<file path="config.mk">
export PLATFORM = sky130hd
export DESIGN_NAME = circular_deque
export DESIGN_NICKNAME = d
export VERILOG_FILES = /design/src/rtl/cdq_pkg.sv /design/src/rtl/circular_deque.sv
export SDC_FILE = /design/constraint.sdc
export NUM_CORES = 1
export LEC_CHECK = 0
export ABC_CLOCK_PERIOD_IN_PS = 4400
export BUFFER_PORTS_ARGS = -buffer_cell sky130_fd_sc_hd__buf_2
export CAP_MARGIN = 5
export CORE_ASPECT_RATIO = 0.5
export CORE_MARGIN = 2
export CORE_UTILIZATION = 55
export CTS_BUF_LIST = sky130_fd_sc_hd__clkbuf_16
export CTS_CLUSTER_DIAMETER = 30
export DETAILED_ROUTE_END_ITERATION = 7
export PLACE_DENSITY = 0.75
export SLEW_MARGIN = 30
export SYNTH_ARGS = -nofsm -noshare
export SYNTH_HDL_FRONTEND = slang
export SYNTH_SLANG_ARGS = --single-unit
</file>
<file path="constraint.sdc">
create_clock -name clk -period 4.4 [get_ports clk]
set_clock_uncertainty 0.2 [all_clocks]
set_input_delay 0.88 -clock clk [delete_from_list [all_inputs] [get_ports clk]]
set_output_delay 0.88 -clock clk [all_outputs]
set_load 0.05 [all_outputs]
</file>
<file path="src/rtl/cdq_pkg.sv">
// cdq_pkg: shared types and codes for the circular deque
// request codes, status codes, word widths and the control state type
// no dependencies
package cdq_pkg;

  localparam int FUNC_W   = 3;
  localparam int WORD_W   = 32;
  localparam int STATUS_W = 2;

  // request codes
  localparam logic [FUNC_W-1:0] FUNC_PUSH_FRONT = 3'd0;
  localparam logic [FUNC_W-1:0] FUNC_PUSH_REAR  = 3'd1;
  localparam logic [FUNC_W-1:0] FUNC_POP_FRONT  = 3'd2;
  localparam logic [FUNC_W-1:0] FUNC_POP_REAR   = 3'd3;
  localparam logic [FUNC_W-1:0] FUNC_LIST       = 3'd4;

  // status codes
  localparam logic [STATUS_W-1:0] ST_DONE  = 2'd0;
  localparam logic [STATUS_W-1:0] ST_FULL  = 2'd1;
  localparam logic [STATUS_W-1:0] ST_EMPTY = 2'd2;

  typedef enum logic [1:0] {
    S_IDLE,
    S_POP,
    S_LIST
  } state_t;

endpackage

</file>
<file path="src/rtl/circular_deque.sv">
// circular_deque: push/pop at both ends of a deque kept in a circular store
// push: result strobe in the cycle after accept, busy stays low; pop: word passes the
// store read register (synchronous read), then the result register in S_POP, busy high
// in S_POP; list of n words: first word takes the same path, then one word per cycle,
// busy high in S_LIST (single store read port); empty list or refused request: strobe
// in the cycle after accept; reset (rst_n, synchronous) clears front/rear indices, count,
// control state and the strobe; the store is not cleared; results cannot be stalled by the receiver
module circular_deque #(
  parameter int DEPTH = 8
) (
  input  logic                                   clk,
  input  logic                                   rst_n,
  input  logic                                   start,
  output logic                                   busy,
  input  logic [cdq_pkg::FUNC_W-1:0]             in_func,
  input  logic signed [cdq_pkg::WORD_W-1:0]      in_value,
  output logic                                   out_valid,
  output logic [cdq_pkg::STATUS_W-1:0]           out_status,
  output logic signed [cdq_pkg::WORD_W-1:0]      out_result_value,
  output logic                                   out_last
);

  localparam int IDX_W = (DEPTH > 1) ? $clog2(DEPTH) : 1;
  localparam int CNT_W = $clog2(DEPTH + 1);

  localparam logic [IDX_W-1:0] IDX_LAST = IDX_W'(DEPTH - 1);
  localparam logic [CNT_W-1:0] CNT_FULL = CNT_W'(DEPTH);
  localparam logic [CNT_W-1:0] CNT_ONE  = CNT_W'(1);

  // wrap-around index steps
  function automatic logic [IDX_W-1:0] idx_inc(input logic [IDX_W-1:0] i);
    return (i == IDX_LAST) ? '0 : i + IDX_W'(1);
  endfunction

  function automatic logic [IDX_W-1:0] idx_dec(input logic [IDX_W-1:0] i);
    return (i == '0) ? IDX_LAST : i - IDX_W'(1);
  endfunction

  // control state
  cdq_pkg::state_t state_r, state_nxt;
  logic [IDX_W-1:0] front_r, front_nxt;
  logic [IDX_W-1:0] rear_r, rear_nxt;
  logic [CNT_W-1:0] occ_r, occ_nxt;
  // listing walk: next address to read and words still to emit
  logic [IDX_W-1:0] lidx_r, lidx_nxt;
  logic [CNT_W-1:0] left_r, left_nxt;

  // result register
  logic                               out_valid_r, out_valid_nxt;
  logic [cdq_pkg::STATUS_W-1:0]       out_status_r, out_status_nxt;
  logic signed [cdq_pkg::WORD_W-1:0]  out_value_r, out_value_nxt;
  logic                               out_last_r, out_last_nxt;

  // store ports: one write, one registered read
  logic signed [cdq_pkg::WORD_W-1:0] store_mem [DEPTH];
  logic                              wr_en;
  logic [IDX_W-1:0]                  wr_addr;
  logic signed [cdq_pkg::WORD_W-1:0] wr_data;
  logic                              rd_en;
  logic [IDX_W-1:0]                  rd_addr;
  logic signed [cdq_pkg::WORD_W-1:0] rd_data_r;

  logic accept;

  assign busy   = (state_r != cdq_pkg::S_IDLE);
  assign accept = start && !busy;

  // a write only happens at a push accept, reads only at a pop or list accept
  // and while listing, so one entry is never written and read in the same
  // cycle; a push followed by a pop sees the new word since the write lands first
  always_ff @(posedge clk) begin
    if (wr_en) begin
      store_mem[wr_addr] <= wr_data;
    end
    if (rd_en) begin
      rd_data_r <= store_mem[rd_addr];
    end
  end

  // next state, store access and result word
  always_comb begin
    state_nxt      = state_r;
    front_nxt      = front_r;
    rear_nxt       = rear_r;
    occ_nxt        = occ_r;
    lidx_nxt       = lidx_r;
    left_nxt       = left_r;
    out_valid_nxt  = 1'b0;
    out_status_nxt = cdq_pkg::ST_DONE;
    out_value_nxt  = '0;
    out_last_nxt   = 1'b0;
    wr_en          = 1'b0;
    wr_addr        = front_r;
    wr_data        = in_value;
    rd_en          = 1'b0;
    rd_addr        = front_r;

    unique case (state_r)
      cdq_pkg::S_IDLE: begin
        if (accept) begin
          case (in_func) inside
            cdq_pkg::FUNC_PUSH_FRONT, cdq_pkg::FUNC_PUSH_REAR: begin
              out_valid_nxt = 1'b1;
              out_last_nxt  = 1'b1;
              if (occ_r == CNT_FULL) begin
                out_status_nxt = cdq_pkg::ST_FULL;
              end else begin
                wr_en   = 1'b1;
                occ_nxt = occ_r + CNT_ONE;
                if (occ_r == '0) begin
                  // first word always lands at entry 0
                  front_nxt = '0;
                  rear_nxt  = '0;
                  wr_addr   = '0;
                end else if (in_func == cdq_pkg::FUNC_PUSH_FRONT) begin
                  front_nxt = idx_dec(front_r);
                  wr_addr   = front_nxt;
                end else begin
                  rear_nxt = idx_inc(rear_r);
                  wr_addr  = rear_nxt;
                end
              end
            end
            cdq_pkg::FUNC_POP_FRONT, cdq_pkg::FUNC_POP_REAR: begin
              if (occ_r == '0) begin
                out_valid_nxt  = 1'b1;
                out_last_nxt   = 1'b1;
                out_status_nxt = cdq_pkg::ST_EMPTY;
              end else begin
                rd_en     = 1'b1;
                occ_nxt   = occ_r - CNT_ONE;
                state_nxt = cdq_pkg::S_POP;
                if (in_func == cdq_pkg::FUNC_POP_FRONT) begin
                  rd_addr = front_r;
                  if (occ_r != CNT_ONE) begin
                    front_nxt = idx_inc(front_r);
                  end
                end else begin
                  rd_addr = rear_r;
                  if (occ_r != CNT_ONE) begin
                    rear_nxt = idx_dec(rear_r);
                  end
                end
              end
            end
            cdq_pkg::FUNC_LIST: begin
              if (occ_r == '0) begin
                out_valid_nxt  = 1'b1;
                out_last_nxt   = 1'b1;
                out_status_nxt = cdq_pkg::ST_EMPTY;
              end else begin
                rd_en     = 1'b1;
                rd_addr   = front_r;
                lidx_nxt  = idx_inc(front_r);
                left_nxt  = occ_r;
                state_nxt = cdq_pkg::S_LIST;
              end
            end
            default: begin
              // unused request codes are dropped without a result
            end
          endcase
        end
      end
      cdq_pkg::S_POP: begin
        out_valid_nxt = 1'b1;
        out_last_nxt  = 1'b1;
        out_value_nxt = rd_data_r;
        state_nxt     = cdq_pkg::S_IDLE;
      end
      cdq_pkg::S_LIST: begin
        // emit the word read last cycle, fetch the next one
        out_valid_nxt = 1'b1;
        out_value_nxt = rd_data_r;
        out_last_nxt  = (left_r == CNT_ONE);
        left_nxt      = left_r - CNT_ONE;
        if (left_r == CNT_ONE) begin
          state_nxt = cdq_pkg::S_IDLE;
        end else begin
          rd_en    = 1'b1;
          rd_addr  = lidx_r;
          lidx_nxt = idx_inc(lidx_r);
        end
      end
      default: begin
        state_nxt = cdq_pkg::S_IDLE;
      end
    endcase
  end

  // control registers
  always_ff @(posedge clk) begin
    if (!rst_n) begin
      state_r     <= cdq_pkg::S_IDLE;
      front_r     <= '0;
      rear_r      <= '0;
      occ_r       <= '0;
      left_r      <= '0;
      out_valid_r <= 1'b0;
    end else begin
      state_r     <= state_nxt;
      front_r     <= front_nxt;
      rear_r      <= rear_nxt;
      occ_r       <= occ_nxt;
      left_r      <= left_nxt;
      out_valid_r <= out_valid_nxt;
    end
  end

  // payload registers, no reset needed
  always_ff @(posedge clk) begin
    lidx_r       <= lidx_nxt;
    out_status_r <= out_status_nxt;
    out_value_r  <= out_value_nxt;
    out_last_r   <= out_last_nxt;
  end

  assign out_valid        = out_valid_r;
  assign out_status       = out_status_r;
  assign out_result_value = out_value_r;
  assign out_last         = out_last_r;

  // occupancy never goes past the store depth
  a_occ_bound: assert property (@(posedge clk) disable iff (!rst_n)
    occ_r <= CNT_FULL)
    else $error("occupancy beyond depth");

  // a push is answered in the very next cycle as a single final word
  a_push_resp: assert property (@(posedge clk) disable iff (!rst_n)
    (accept && (in_func == cdq_pkg::FUNC_PUSH_FRONT || in_func == cdq_pkg::FUNC_PUSH_REAR))
    |=> (out_valid && out_last))
    else $error("push result missing");

  // every listing cycle delivers a word
  a_list_strobe: assert property (@(posedge clk) disable iff (!rst_n)
    (state_r == cdq_pkg::S_LIST) |=> out_valid)
    else $error("listing word missing");

  // the listing walk never runs with nothing left to emit
  a_list_left: assert property (@(posedge clk) disable iff (!rst_n)
    (state_r == cdq_pkg::S_LIST) |-> (left_r != '0 && left_r <= occ_r))
    else $error("listing count out of range");

endmodule
</file>
# ---- Word level (Yosys, flattened, before mapping)
# Memory sizes are Yosys's and may differ from the RTL's. A register that Yosys moved wholly into a read port is not among the register bits.
# Index checks and enable logic that the tools add are counted.
dict set report totals {
  regBits 55
  ramBits 256
  word_cells 152
  n_memories 1
}
dict set report classes {
  addsub 8
  eq_ne 27
  mux 84
  n_reduce_logical 22
}
# name words width rd rd_clocked_by_memory_dff wr line
set memory_table {}
lappend memory_table {store_mem 8 32 1 1 1 circular_deque.sv:55} ;# logic signed [cdq_pkg::WORD_W-1:0] store_mem [DEPTH];
# cell count
set ops {}
lappend ops {{3-bit two-way mux} 39}
lappend ops {{4-bit two-way mux} 9}
lappend ops {{2-bit two-way mux} 11}
lappend ops {{1-bit two-way mux} 18}
lappend ops {{2-bit inequality test (second input constant)} 8}
lappend ops {{8-bit AND reduction} 2}
lappend ops {{3-bit == test (second input constant)} 4}
lappend ops {{3-bit inequality test (second input constant)} 4}
lappend ops {{3-bit case mux with 2 select lines} 2}
lappend ops {{6-bit AND reduction} 2}
lappend ops {{2-bit nonzero test} 5}
lappend ops {{3-bit by 1-bit adder with 3-bit output (second input constant)} 3}
lappend ops {{3-bit logical NOT} 3}
lappend ops {{4-bit case mux with 2 select lines} 1}
lappend ops {{4-bit by 1-bit subtractor with 4-bit output (second input constant)} 2}
lappend ops {{7-bit AND reduction} 1}
lappend ops {{3-bit by 2-bit == test with 1-bit output (second input constant)} 2}
lappend ops {{2-bit OR reduction} 3}
lappend ops {{3-bit by 1-bit subtractor with 3-bit output (second input constant)} 2}
lappend ops {{5-bit AND reduction} 1}
lappend ops {{4-bit by 1-bit adder with 4-bit output (second input constant)} 1}
lappend ops {{4-bit by 1-bit == test with 1-bit output (second input constant)} 1}
lappend ops {{4-bit == test (second input constant)} 1}
lappend ops {{4-bit logical NOT} 1}
lappend ops {{other kinds (13)} 15}

# ---- Longest topological paths before layout
# Gate-level depths: netlist (run 1).
dict set report depth {
  depth_word 8
  depth_mapped 10
}

# ---- Least setup slack after synthesis (run 1)
# No wires, ideal clock.
dict set report synth_timing {
  kind {input -> register}
  startpoint {in in_func[1] in the netlist's numbering}
  endpoint {reg rd_data_r[0] in the netlist's numbering, read port of store_mem, enable pin}
  arrival_ns 3.979
  slack_ns -0.251
  stages 4
  n_path_buf 2
  path_cell_list {buf_2 > clkbuf_1 > mux2i_1 > o32ai_1}
}
# item line
set synth_lines {}
lappend synth_lines {{start, declared} circular_deque.sv:15} ;# input logic [cdq_pkg::FUNC_W-1:0] in_func,
lappend synth_lines {{3-bit == test (no source line) or 3-bit by 2-bit == test with 1-bit output (tied branches)} --}
lappend synth_lines {{1-bit two-way mux or 2-bit OR reduction (tied branches)} circular_deque.sv:101} ;# case (in_func) inside
lappend synth_lines {{1-bit two-way mux} circular_deque.sv:101}
lappend synth_lines {{1-bit two-way mux (*)} circular_deque.sv:101}
lappend synth_lines {{1-bit two-way mux (*)} circular_deque.sv:100} ;# if (accept) begin
lappend synth_lines {{1-bit case mux with 2 select lines (*)} circular_deque.sv:98} ;# unique case (state_r)
lappend synth_lines {{named net rd_en} circular_deque.sv:59} ;# logic rd_en;
lappend synth_lines {{end, declared} circular_deque.sv:61} ;# logic signed [cdq_pkg::WORD_W-1:0] rd_data_r;
# The timed path passes the listed nets; every way through them passes the cells marked *.
# A chain may end at the register's enable or synchronous reset.

# ---- Final worst setup path (run 1)
dict set report layout_timing {
  startpoint {reg occ_r[0]}
  endpoint {reg rd_data_r[23] in the netlist's numbering, read port of store_mem, data pin}
}
dict set report layout_between {
  elab_chain_cells 7
}
# item line
set layout_rtl {}
lappend layout_rtl {{start, declared} circular_deque.sv:43} ;# logic [CNT_W-1:0] occ_r, occ_nxt;
lappend layout_rtl {{start signal, assigned} circular_deque.sv:204} ;# occ_r <= occ_nxt;
lappend layout_rtl {{4-bit logical NOT (*)} {circular_deque.sv:125, circular_deque.sv:147}}
lappend layout_rtl {{1-bit two-way mux} {circular_deque.sv:125, circular_deque.sv:147}}
lappend layout_rtl {{1-bit two-way mux (3 in a row)} circular_deque.sv:101}
lappend layout_rtl {{1-bit two-way mux} circular_deque.sv:100}
lappend layout_rtl {{1-bit case mux with 2 select lines} circular_deque.sv:98}
# Every way passes the cells marked *; elsewhere a longest branch is shown, timed or not.

==> results of run 1 <==
-- cell families (layout without fill, tap and decap cells) --
family / after synthesis / count (layout) / share of synthesized area, %
mux: 235 / 235 / 17.3
compound gates: 53 / 53 / 2.55
fa+ha+maj: 19 / 19 / 1.71
buf+inv: 51 / 187 / 3.18
simple gates: 118 / 118 / 4.59
xor+xnor: 5 / 5 / 0.315
flops: 343 / 343 / 70.4
-- power by group --
part	internal (mW)	switching [mW]
logic	0.355	0.574
clock network	2.04	1.43
registers	3.67	0.0426
-- Yosys cell counts, types with 2 or more instances --
library cell / instances
buf_12: 8
mux2_2: 36
a22oi_1: 2
nor2b_1: 2
dfxtp_1: 52
nand2_1: 15
clkbuf_1: 11
nand3_1: 3
ha_1: 19
buf_2: 6
nand3b_1: 4
edfxtp_1: 291
nor3_1: 9
or3_1: 2
nand2b_1: 8
nor2_1: 32
o221ai_1: 2
a211oi_1: 9
mux2i_1: 198
inv_1: 13
and2_1: 32
o21ai_1: 3
xor2_1: 3
buf_6: 7
a31oi_1: 3
buf_8: 5
o21ai_0: 7
a21oi_1: 14
xnor2_1: 2
-- routing by layer --
metal | track usage [%] | wire (microns) | vias to the layer above
li1 | - | - | 3351
met1 | 27.1 | 12100 | 3580
met2 | 32.6 | 12200 | 178
met3 | 4.35 | 1370 | 52
met4 | 6.28 | 550 | 0
met5 | 0 | 0 | -
-- flip-flops by register name, indices dropped and copies added (netlist names) --
name	cells
store_mem	256
out_result_value	32
rd_data_r	32
left_r	4
occ_r	4
front_r	3
lidx_r	3
rear_r	3
out_status	2
state_r	2
out_last	1
out_valid	1
-- cell type report --
class | instances | share of cell area, %
Sequential cell | 343 | 60.7
Multi-Input combinational cell | 430 | 23.6
Clock buffer | 42 | 6.52
Timing Repair Buffer | 96 | 3.87
Tap cell | 344 | 2.67
Clock inverter | 36 | 2.37
Inverter | 13 | 0.303
-- metrics by stage --
step | power, mW | setup slack (ns)
finish | 8.12 | 0.752
global route | 8.40 | 0.535
CTS | 8.18 | 0.512
detailed placement | 4.70 | 0.548
global placement | 4.68 | 0.663
floorplan | 4.48 | 0.297
-- path summary, 6_finish.rpt --
check | start | to | slack [ns] | cells after the start
worst max register to register | occ_r[0] | rd_data_r[23] | 0.75 | 8
worst min register to register | rd_data_r[2] | out_result_value[2] | 0.24 | 1
worst min-delay path | rd_data_r[2] | out_result_value[2] | 0.24 | 1
worst max-delay path | occ_r[0] | rd_data_r[23] | 0.75 | 8
==> flow_results.xml, run 1 <==
<?xml version="1.0" encoding="UTF-8"?>
<metrics>
  <group name="synthesis">
    <metric name="synth_cell_area" unit="sq um">13900</metric>
    <metric name="synth_flop_cell" unit="">edfxtp_1</metric>
    <metric name="synth_async_sr_flop_share" unit="%">0</metric>
    <metric name="synth_edf_count" unit="">291</metric>
    <metric name="ys_seq_elements" unit="">343</metric>
    <metric name="yosysWarnings" unit="">0</metric>
    <metric name="synth.top_cells.by_area" unit="">edfxtp_1 63%, mux2i_1 14%, dfxtp_1 7.5%, mux2_2 2.9%, ha_1 1.7%</metric>
    <metric name="syn_avg_cell_area" unit="sq um">16.9</metric>
    <metric name="yosysTopAreaCellShare" unit="%">62.9</metric>
    <metric name="yosysTopAreaCell" unit="">edfxtp_1</metric>
    <metric name="distinct_cell_type_count_after_synthesis" unit="">55</metric>
    <metric name="mappedNetlistNets" unit="">881</metric>
    <metric name="postSynthCellCount" unit="">824</metric>
    <metric name="yosysSeqAreaShare" unit="%">70.4</metric>
  </group>
  <group name="power">
    <metric name="powerDensity" unit="nW/um^2">504</metric>
    <metric name="worst_ir_drop_vdd" unit="V">0.000228</metric>
    <metric name="leakage_power_figure" unit="nW">5.32</metric>
  </group>
  <group name="cells_and_area">
    <metric name="final.fill_count" unit="">1721</metric>
    <metric name="design_area" unit="sq um">16100</metric>
    <metric name="mostFrequentLayoutCell" unit="">edfxtp_1</metric>
    <metric name="antennaDiodeCount" unit="">0</metric>
    <metric name="multi_input_comb_area" unit="sq um">3790</metric>
    <metric name="layout.nets" unit="">983</metric>
    <metric name="final_util" unit="%">64.5</metric>
    <metric name="ff_latch_area" unit="sq um">9780</metric>
    <metric name="highest_count_cells_in_the_layout_ignoring_fill_and_taps" unit="">291 x edfxtp_1, 198 x mux2i_1, 74 x buf_2, 52 x dfxtp_1, 42 x clkbuf_16</metric>
    <metric name="areaGrowthSynthToFinish" unit="%">15.9</metric>
    <metric name="finish.cell_count_without_fillers" unit="">1304</metric>
    <metric name="final_layout_size_suffix_gt1_share" unit="%">22.8</metric>
  </group>
  <group name="routing">
    <metric name="via_count" unit="">7161</metric>
    <metric name="drt-wirelength-per-cell" unit="microns">20.0</metric>
    <metric name="route.detailed.drc" unit="">0</metric>
    <metric name="viasPerCell" unit="">5.49</metric>
    <metric name="drt_iter0_drc" unit="">478</metric>
    <metric name="firstDrtPassIters" unit="">5</metric>
    <metric name="totalWireLength" unit="mm">26.1</metric>
    <metric name="ant_nets" unit="">0</metric>
  </group>
  <group name="hold_path">
    <metric name="hp-class" unit="">reg2reg</metric>
  </group>
  <group name="sta">
    <metric name="drv_slew" unit="">0</metric>
    <metric name="final.min_clock_period" unit="ns">3.65</metric>
    <metric name="layout_worst_path_cycle_share" unit="%">82.9</metric>
    <metric name="timing.final.hold_violations" unit="">0</metric>
    <metric name="tns" unit="ns">0</metric>
    <metric name="tightestPinTransition" unit="ns">0.997</metric>
    <metric name="setup_viol" unit="">0</metric>
    <metric name="clock.fmax" unit="MHz">274</metric>
    <metric name="rsz_0062_raised_after_global_routing" unit="">false</metric>
    <metric name="fin_hold_ws" unit="ns">0.244</metric>
    <metric name="worst_slew_margin_rel" unit="%">33.5</metric>
  </group>
  <group name="clock_tree">
    <metric name="post-cts-setup-buffers" unit="">0</metric>
    <metric name="clkTransAtPathRegs" unit="ns">0.06</metric>
    <metric name="clock_sink_count" unit="">343</metric>
    <metric name="clock_tree_from_tritoncts" unit="">done</metric>
    <metric name="post_cts.resized_instances" unit="">0</metric>
    <metric name="cts_max_level" unit="">2</metric>
    <metric name="worstSkewPairLatency" unit="ns">0.54</metric>
    <metric name="clk_root_buffer_cell" unit="">clkbuf_16</metric>
    <metric name="cts_hold_repair.buffers" unit="">0</metric>
    <metric name="numCtsBuffers" unit="">42</metric>
    <metric name="max-clock-path-buffers" unit="">3</metric>
  </group>
  <group name="global_route">
    <metric name="grt_total_usage" unit="%">19.9</metric>
    <metric name="grt_pass1_vias" unit="">7262</metric>
    <metric name="grt_pass1_wl" unit="mm">40.2</metric>
    <metric name="grt_start_max_net_pins" unit="">51</metric>
    <metric name="grt_antenna_before_repair" unit="">0</metric>
    <metric name="global_route.overflow_total" unit="">0</metric>
  </group>
  <group name="critical_path">
    <metric name="worst-endpoint-required" unit="ns">4.49</metric>
    <metric name="worst_setup_path_start_kind" unit="">register</metric>
    <metric name="critPathTopFamily" unit="">simple AND/OR/NAND/NOR gates</metric>
    <metric name="biggest_cell_delay_along_the_critical_path" unit="ns">0.68</metric>
    <metric name="worstPathMaxFanout" unit="">16</metric>
    <metric name="cp_data_arrival_time" unit="ns">3.74</metric>
    <metric name="timing.critical_path.to_type" unit="">register</metric>
    <metric name="timing.critical_path.slowest_stage_cell" unit="">o21ai_4</metric>
    <metric name="worstPathBufferInverterCount" unit="">2</metric>
    <metric name="worst-setup-path-type" unit="">reg2reg</metric>
    <metric name="crit_chain" unit="">inv_1 &gt; ha_1 &gt; nor3b_4 &gt; nor3_1 &gt; o21ai_4 &gt; buf_4 &gt; mux2i_1 &gt; mux2_2</metric>
  </group>
  <group name="run_status">
    <metric name="outcome" unit="">complete, no violations</metric>
  </group>
  <group name="floorplan">
    <metric name="core_region_area" unit="sq um">25000</metric>
    <metric name="die_width" unit="microns">229</metric>
    <metric name="start_util" unit="%">55.6</metric>
    <metric name="ioPinCount" unit="">75</metric>
    <metric name="fp.dieH" unit="microns">116</metric>
    <metric name="die_area" unit="sq um">26600</metric>
    <metric name="fp-row-count" unit="">41</metric>
  </group>
  <group name="placed_design">
    <metric name="place_area" unit="sq um">14700</metric>
    <metric name="routability_congestion_estimate" unit="">0.826</metric>
    <metric name="numPlacedInstances" unit="">1226</metric>
    <metric name="io_buffers" unit="">74</metric>
    <metric name="dp_hpwl" unit="mm">14.6</metric>
  </group>
  <group name="flow_run">
    <metric name="timing.max_cap.violations" unit="">0</metric>
  </group>
</metrics>
(Power assumes the default switching activity.)
==> run 2, diff against run 1 <==
Settings changed: ABC_AREA from default to 1, ABC_CLOCK_PERIOD_IN_PS 4400 to 3400, CORE_UTILIZATION 55 to 61, PLACE_DENSITY 0.75 to 0.78.
Clock period 4.4 ns to 3.4 ns, I/O delays scaled along.
==> run 2 against run 1 <==
Effect of this change:
- flip-flop and latch count unchanged
- via count up 46%
- register-to-register slack worse by 0.42 ns
- hold slack worse by 0.022 ns
- first-iteration DRC count up 120%
- clock power up 16%
- global-route usage up 5.9 points
- cell count up 49%
- design area up 6.7%
- sequential power up 44%
- utilization up 6.6 points
- count of clock-buffer cells in the layout down 3
==> flow_results.xml, run 2 <==
<?xml version="1.0" encoding="UTF-8"?>
<metrics>
  <group name="power">
    <metric name="switching_share" unit="%">36.6</metric>
    <metric name="leakage_power_figure" unit="nW">7.86</metric>
    <metric name="power.switching" unit="mW">5.06</metric>
    <metric name="power_frac_clock" unit="%">29.1</metric>
    <metric name="pwr-share-seq" unit="%">38.8</metric>
    <metric name="worst_ir_drop_vdd" unit="V">0.000443</metric>
    <metric name="pwr-share-comb" unit="%">32.2</metric>
    <metric name="fin_total_pwr" unit="mW">13.8</metric>
    <metric name="internal_power" unit="mW">8.77</metric>
    <metric name="powerDensity" unit="nW/um^2">805</metric>
  </group>
  <group name="global_route">
    <metric name="grt_antenna_before_repair" unit="">0</metric>
    <metric name="grt_total_usage" unit="%">25.8</metric>
    <metric name="grt_pass1_vias" unit="">10297</metric>
    <metric name="grt_pass1_wl" unit="mm">52.0</metric>
    <metric name="grt_start_max_net_pins" unit="">91</metric>
    <metric name="global_route.overflow_total" unit="">0</metric>
  </group>
  <group name="floorplan">
    <metric name="die_width" unit="microns">227</metric>
    <metric name="ioPinCount" unit="">75</metric>
    <metric name="fp-row-count" unit="">40</metric>
    <metric name="die_area" unit="sq um">26100</metric>
    <metric name="fp.dieH" unit="microns">115</metric>
    <metric name="core_region_area" unit="sq um">24200</metric>
    <metric name="start_util" unit="%">62.5</metric>
  </group>
  <group name="run_status">
    <metric name="outcome" unit="">complete, no violations</metric>
  </group>
  <group name="cells_and_area">
    <metric name="design_area" unit="sq um">17200</metric>
    <metric name="mostFrequentLayoutCell" unit="">nand2_1</metric>
    <metric name="antennaDiodeCount" unit="">0</metric>
    <metric name="areaGrowthSynthToFinish" unit="%">13.7</metric>
    <metric name="highest_count_cells_in_the_layout_ignoring_fill_and_taps" unit="">353 x nand2_1, 327 x inv_1, 291 x edfxtp_1, 263 x nand3_1, 74 x buf_2</metric>
    <metric name="layout.nets" unit="">1641</metric>
    <metric name="largest_register" unit="">store_mem</metric>
    <metric name="largest_register_ffs" unit="">256</metric>
    <metric name="final_layout_size_suffix_gt1_share" unit="%">13.5</metric>
  </group>
  <group name="sta">
    <metric name="layout_setup_ws" unit="ns">0.335</metric>
    <metric name="timing.final.hold_violations" unit="">0</metric>
    <metric name="layout_worst_path_cycle_share" unit="%">90.1</metric>
    <metric name="worst_slew_margin_rel" unit="%">41.8</metric>
    <metric name="setup_viol" unit="">0</metric>
    <metric name="final.min_clock_period" unit="ns">3.06</metric>
    <metric name="drv_slew" unit="">0</metric>
    <metric name="rsz_0062_raised_after_global_routing" unit="">false</metric>
    <metric name="clock.fmax" unit="MHz">326</metric>
    <metric name="fin_hold_ws" unit="ns">0.223</metric>
    <metric name="tightestPinTransition" unit="ns">0.873</metric>
  </group>
  <group name="clock_tree">
    <metric name="clock_tree_from_tritoncts" unit="">done</metric>
    <metric name="cts_max_level" unit="">2</metric>
    <metric name="post_cts.resized_instances" unit="">0</metric>
    <metric name="post-cts-setup-buffers" unit="">0</metric>
    <metric name="max-clock-path-buffers" unit="">3</metric>
    <metric name="numCtsBuffers" unit="">38</metric>
    <metric name="clock_sink_count" unit="">343</metric>
    <metric name="clk_root_buffer_cell" unit="">clkbuf_16</metric>
    <metric name="cts_hold_repair.buffers" unit="">0</metric>
    <metric name="clkTransAtPathRegs" unit="ns">0.06</metric>
    <metric name="worstSkewPairLatency" unit="ns">0.54</metric>
  </group>
  <group name="synthesis">
    <metric name="ys_seq_elements" unit="">343</metric>
    <metric name="yosysWarnings" unit="">0</metric>
    <metric name="synth_flop_cell" unit="">edfxtp_1</metric>
    <metric name="syn_avg_cell_area" unit="sq um">10.0</metric>
    <metric name="distinct_cell_type_count_after_synthesis" unit="">38</metric>
    <metric name="synth_edf_count" unit="">291</metric>
    <metric name="mappedNetlistNets" unit="">1563</metric>
    <metric name="yosysTopAreaCell" unit="">edfxtp_1</metric>
    <metric name="synth.top_cells.by_area" unit="">edfxtp_1 58%, nand2_1 8.8%, nand3_1 8.7%, inv_1 8.0%, dfxtp_1 6.9%</metric>
    <metric name="yosys.cell_count.top_type" unit="">nand2_1</metric>
    <metric name="postSynthCellCount" unit="">1506</metric>
    <metric name="synth_async_sr_flop_share" unit="%">0</metric>
    <metric name="yosysSeqAreaShare" unit="%">64.7</metric>
    <metric name="synth_cell_area" unit="sq um">15100</metric>
    <metric name="yosysTopAreaCellShare" unit="%">57.8</metric>
    <metric name="synth_common_cells" unit="">354 x nand2_1, 323 x inv_1, 291 x edfxtp_1</metric>
  </group>
  <group name="placed_design">
    <metric name="worst_case_setup_slack_after_placement" unit="ns">0.145</metric>
    <metric name="io_buffers" unit="">74</metric>
    <metric name="place_area" unit="sq um">16000</metric>
    <metric name="dp_hpwl" unit="mm">19.6</metric>
    <metric name="routability_congestion_estimate" unit="">0.881</metric>
  </group>
  <group name="hold_path">
    <metric name="hp-class" unit="">in2reg</metric>
  </group>
  <group name="routing">
    <metric name="drt_iter0_drc" unit="">1074</metric>
    <metric name="ant_nets" unit="">0</metric>
    <metric name="route.detailed.drc" unit="">0</metric>
    <metric name="totalWireLength" unit="mm">32.6</metric>
    <metric name="via_count" unit="">10462</metric>
    <metric name="firstDrtPassIters" unit="">5</metric>
    <metric name="drt-wirelength-per-cell" unit="microns">16.8</metric>
    <metric name="viasPerCell" unit="">5.37</metric>
  </group>
  <group name="critical_path">
    <metric name="critPathTopFamily" unit="">simple AND/OR/NAND/NOR gates</metric>
    <metric name="biggest_cell_delay_along_the_critical_path" unit="ns">0.66</metric>
    <metric name="cp_data_arrival_time" unit="ns">3.25</metric>
    <metric name="crit_chain" unit="">inv_1 &gt; ha_1 &gt; nand2_2 &gt; clkinv_2 &gt; nand3_2 &gt; nand2_2 &gt; nand2_2 &gt; nand2_1 &gt; nand2_2 &gt; buf_4 &gt; nand3_1 &gt; nand2_1 &gt; nand2_1 &gt; nand2_1</metric>
    <metric name="worstPathBufferInverterCount" unit="">3</metric>
    <metric name="r2r-end" unit="">rd_data_r[12]</metric>
    <metric name="crit_start" unit="">state_r[0]</metric>
    <metric name="worst_setup_path_endpoint" unit="">rd_data_r[12]</metric>
    <metric name="timing.critical_path.to_type" unit="">register</metric>
    <metric name="worst-endpoint-required" unit="ns">3.59</metric>
    <metric name="startpoint_of_the_worst_register_to_register_path" unit="">state_r[0]</metric>
    <metric name="worstPathMaxFanout" unit="">64</metric>
    <metric name="r2r_cells" unit="">14</metric>
    <metric name="cp_num_cells" unit="">14</metric>
    <metric name="worst_setup_path_start_kind" unit="">register</metric>
    <metric name="worst-setup-path-type" unit="">reg2reg</metric>
    <metric name="setup.reg_to_reg.worst_slack" unit="ns">0.34</metric>
    <metric name="timing.critical_path.slowest_stage_cell" unit="">buf_4</metric>
  </group>
  <group name="flow_run">
    <metric name="timing.max_cap.violations" unit="">0</metric>
  </group>
</metrics>
## run 2: changes by cell type after synthesis, moves of 7 or more
cell      previous run  this run
and2_1              32         0
buf_12               8         0
buf_2                6        32
buf_4                1        18
clkbuf_1            11         4
inv_1               13       323
mux2_2              36         0
mux2i_1            198         0
nand2_1             15       354
nand2_2              1        25
nand2b_1             8         0
nand3_1              3       263
nor2_1              32        25
o21ai_0              7        29
## run 2: worst min-delay path by stage
stage | startpoint | endpoint | slack [ns] | depth (start not counted)
finish | in_value[3] | store_mem[2][3] | 0.22 | 1
global route | in_value[3] | store_mem[6][3] | 0.22 | 1
CTS | in_value[2] | store_mem[6][2] | 0.20 | 1
detailed placement | rd_data_r[24] | out_result_value[24] | 0.22 | 2
global placement | rd_data_r[9] | out_result_value[9] | 0.21 | 2
floorplan | rd_data_r[0] | out_result_value[0] | 0.21 | 2
## run 2: stage by stage
stage          std cells  setup TNS (ns)  utilization [%]
4_1_cts             1948               0             71.1
3_3_place_gp        1880               0             66.0
2_1_floorplan       1506          -70.53                -
3_5_place_dp        1880               0             66.0
6_report            1948               0             71.1
5_1_grt             1948               0             71.1
## run 2: power groups by stage
stage	clock [mW]	combinational [mW]	sequential [mW]
global route	4.24	4.87	5.40
detailed placement	0	4.41	5.45
global placement	0	4.27	5.44
CTS	4.06	4.45	5.37
floorplan	0	2.61	6.12
finish	4.02	4.45	5.36
## run 2: cell type report
class	count	area, sq um
Tap cell	336	420
Sequential cell	343	9780
Timing Repair Buffer	107	818
Fill cell	1700	6990
Clock buffer	39	976
Clock inverter	29	250
Inverter	329	1240
Multi-Input combinational cell	765	3700
## run 2: per-layer routing
metal | wire, microns | GRT usage, % | vias up
li1 | - | - | 4977
met1 | 13800 | 34.6 | 4987
met2 | 15900 | 43.8 | 455
met3 | 2440 | 4.68 | 43
met4 | 477 | 7.54 | 0
met5 | 0 | 0 | -
## run 2: cell families (layout without fill, tap and decap cells)
group | after synthesis | in the layout | share of synthesized area, %
compound gates | 58 | 58 | 2.10
xor+xnor | 4 | 4 | 0.232
fa+ha+maj | 19 | 19 | 1.57
buf+inv | 398 | 504 | 11.3
flops | 343 | 343 | 64.7
simple gates | 684 | 684 | 20.1
## run 2: worst reg2reg max path, cell delays in order, from the launching register on
cell,delay [ns]
dfxtp_1,0.35
inv_1,0.09
ha_1,0.31
nand2_2,0.24
clkinv_2,0.11
nand3_2,0.10
nand2_2,0.05
nand2_2,0.12
nand2_1,0.08
nand2_2,0.08
buf_4,0.66
nand3_1,0.25
nand2_1,0.10
nand2_1,0.09
nand2_1,0.11
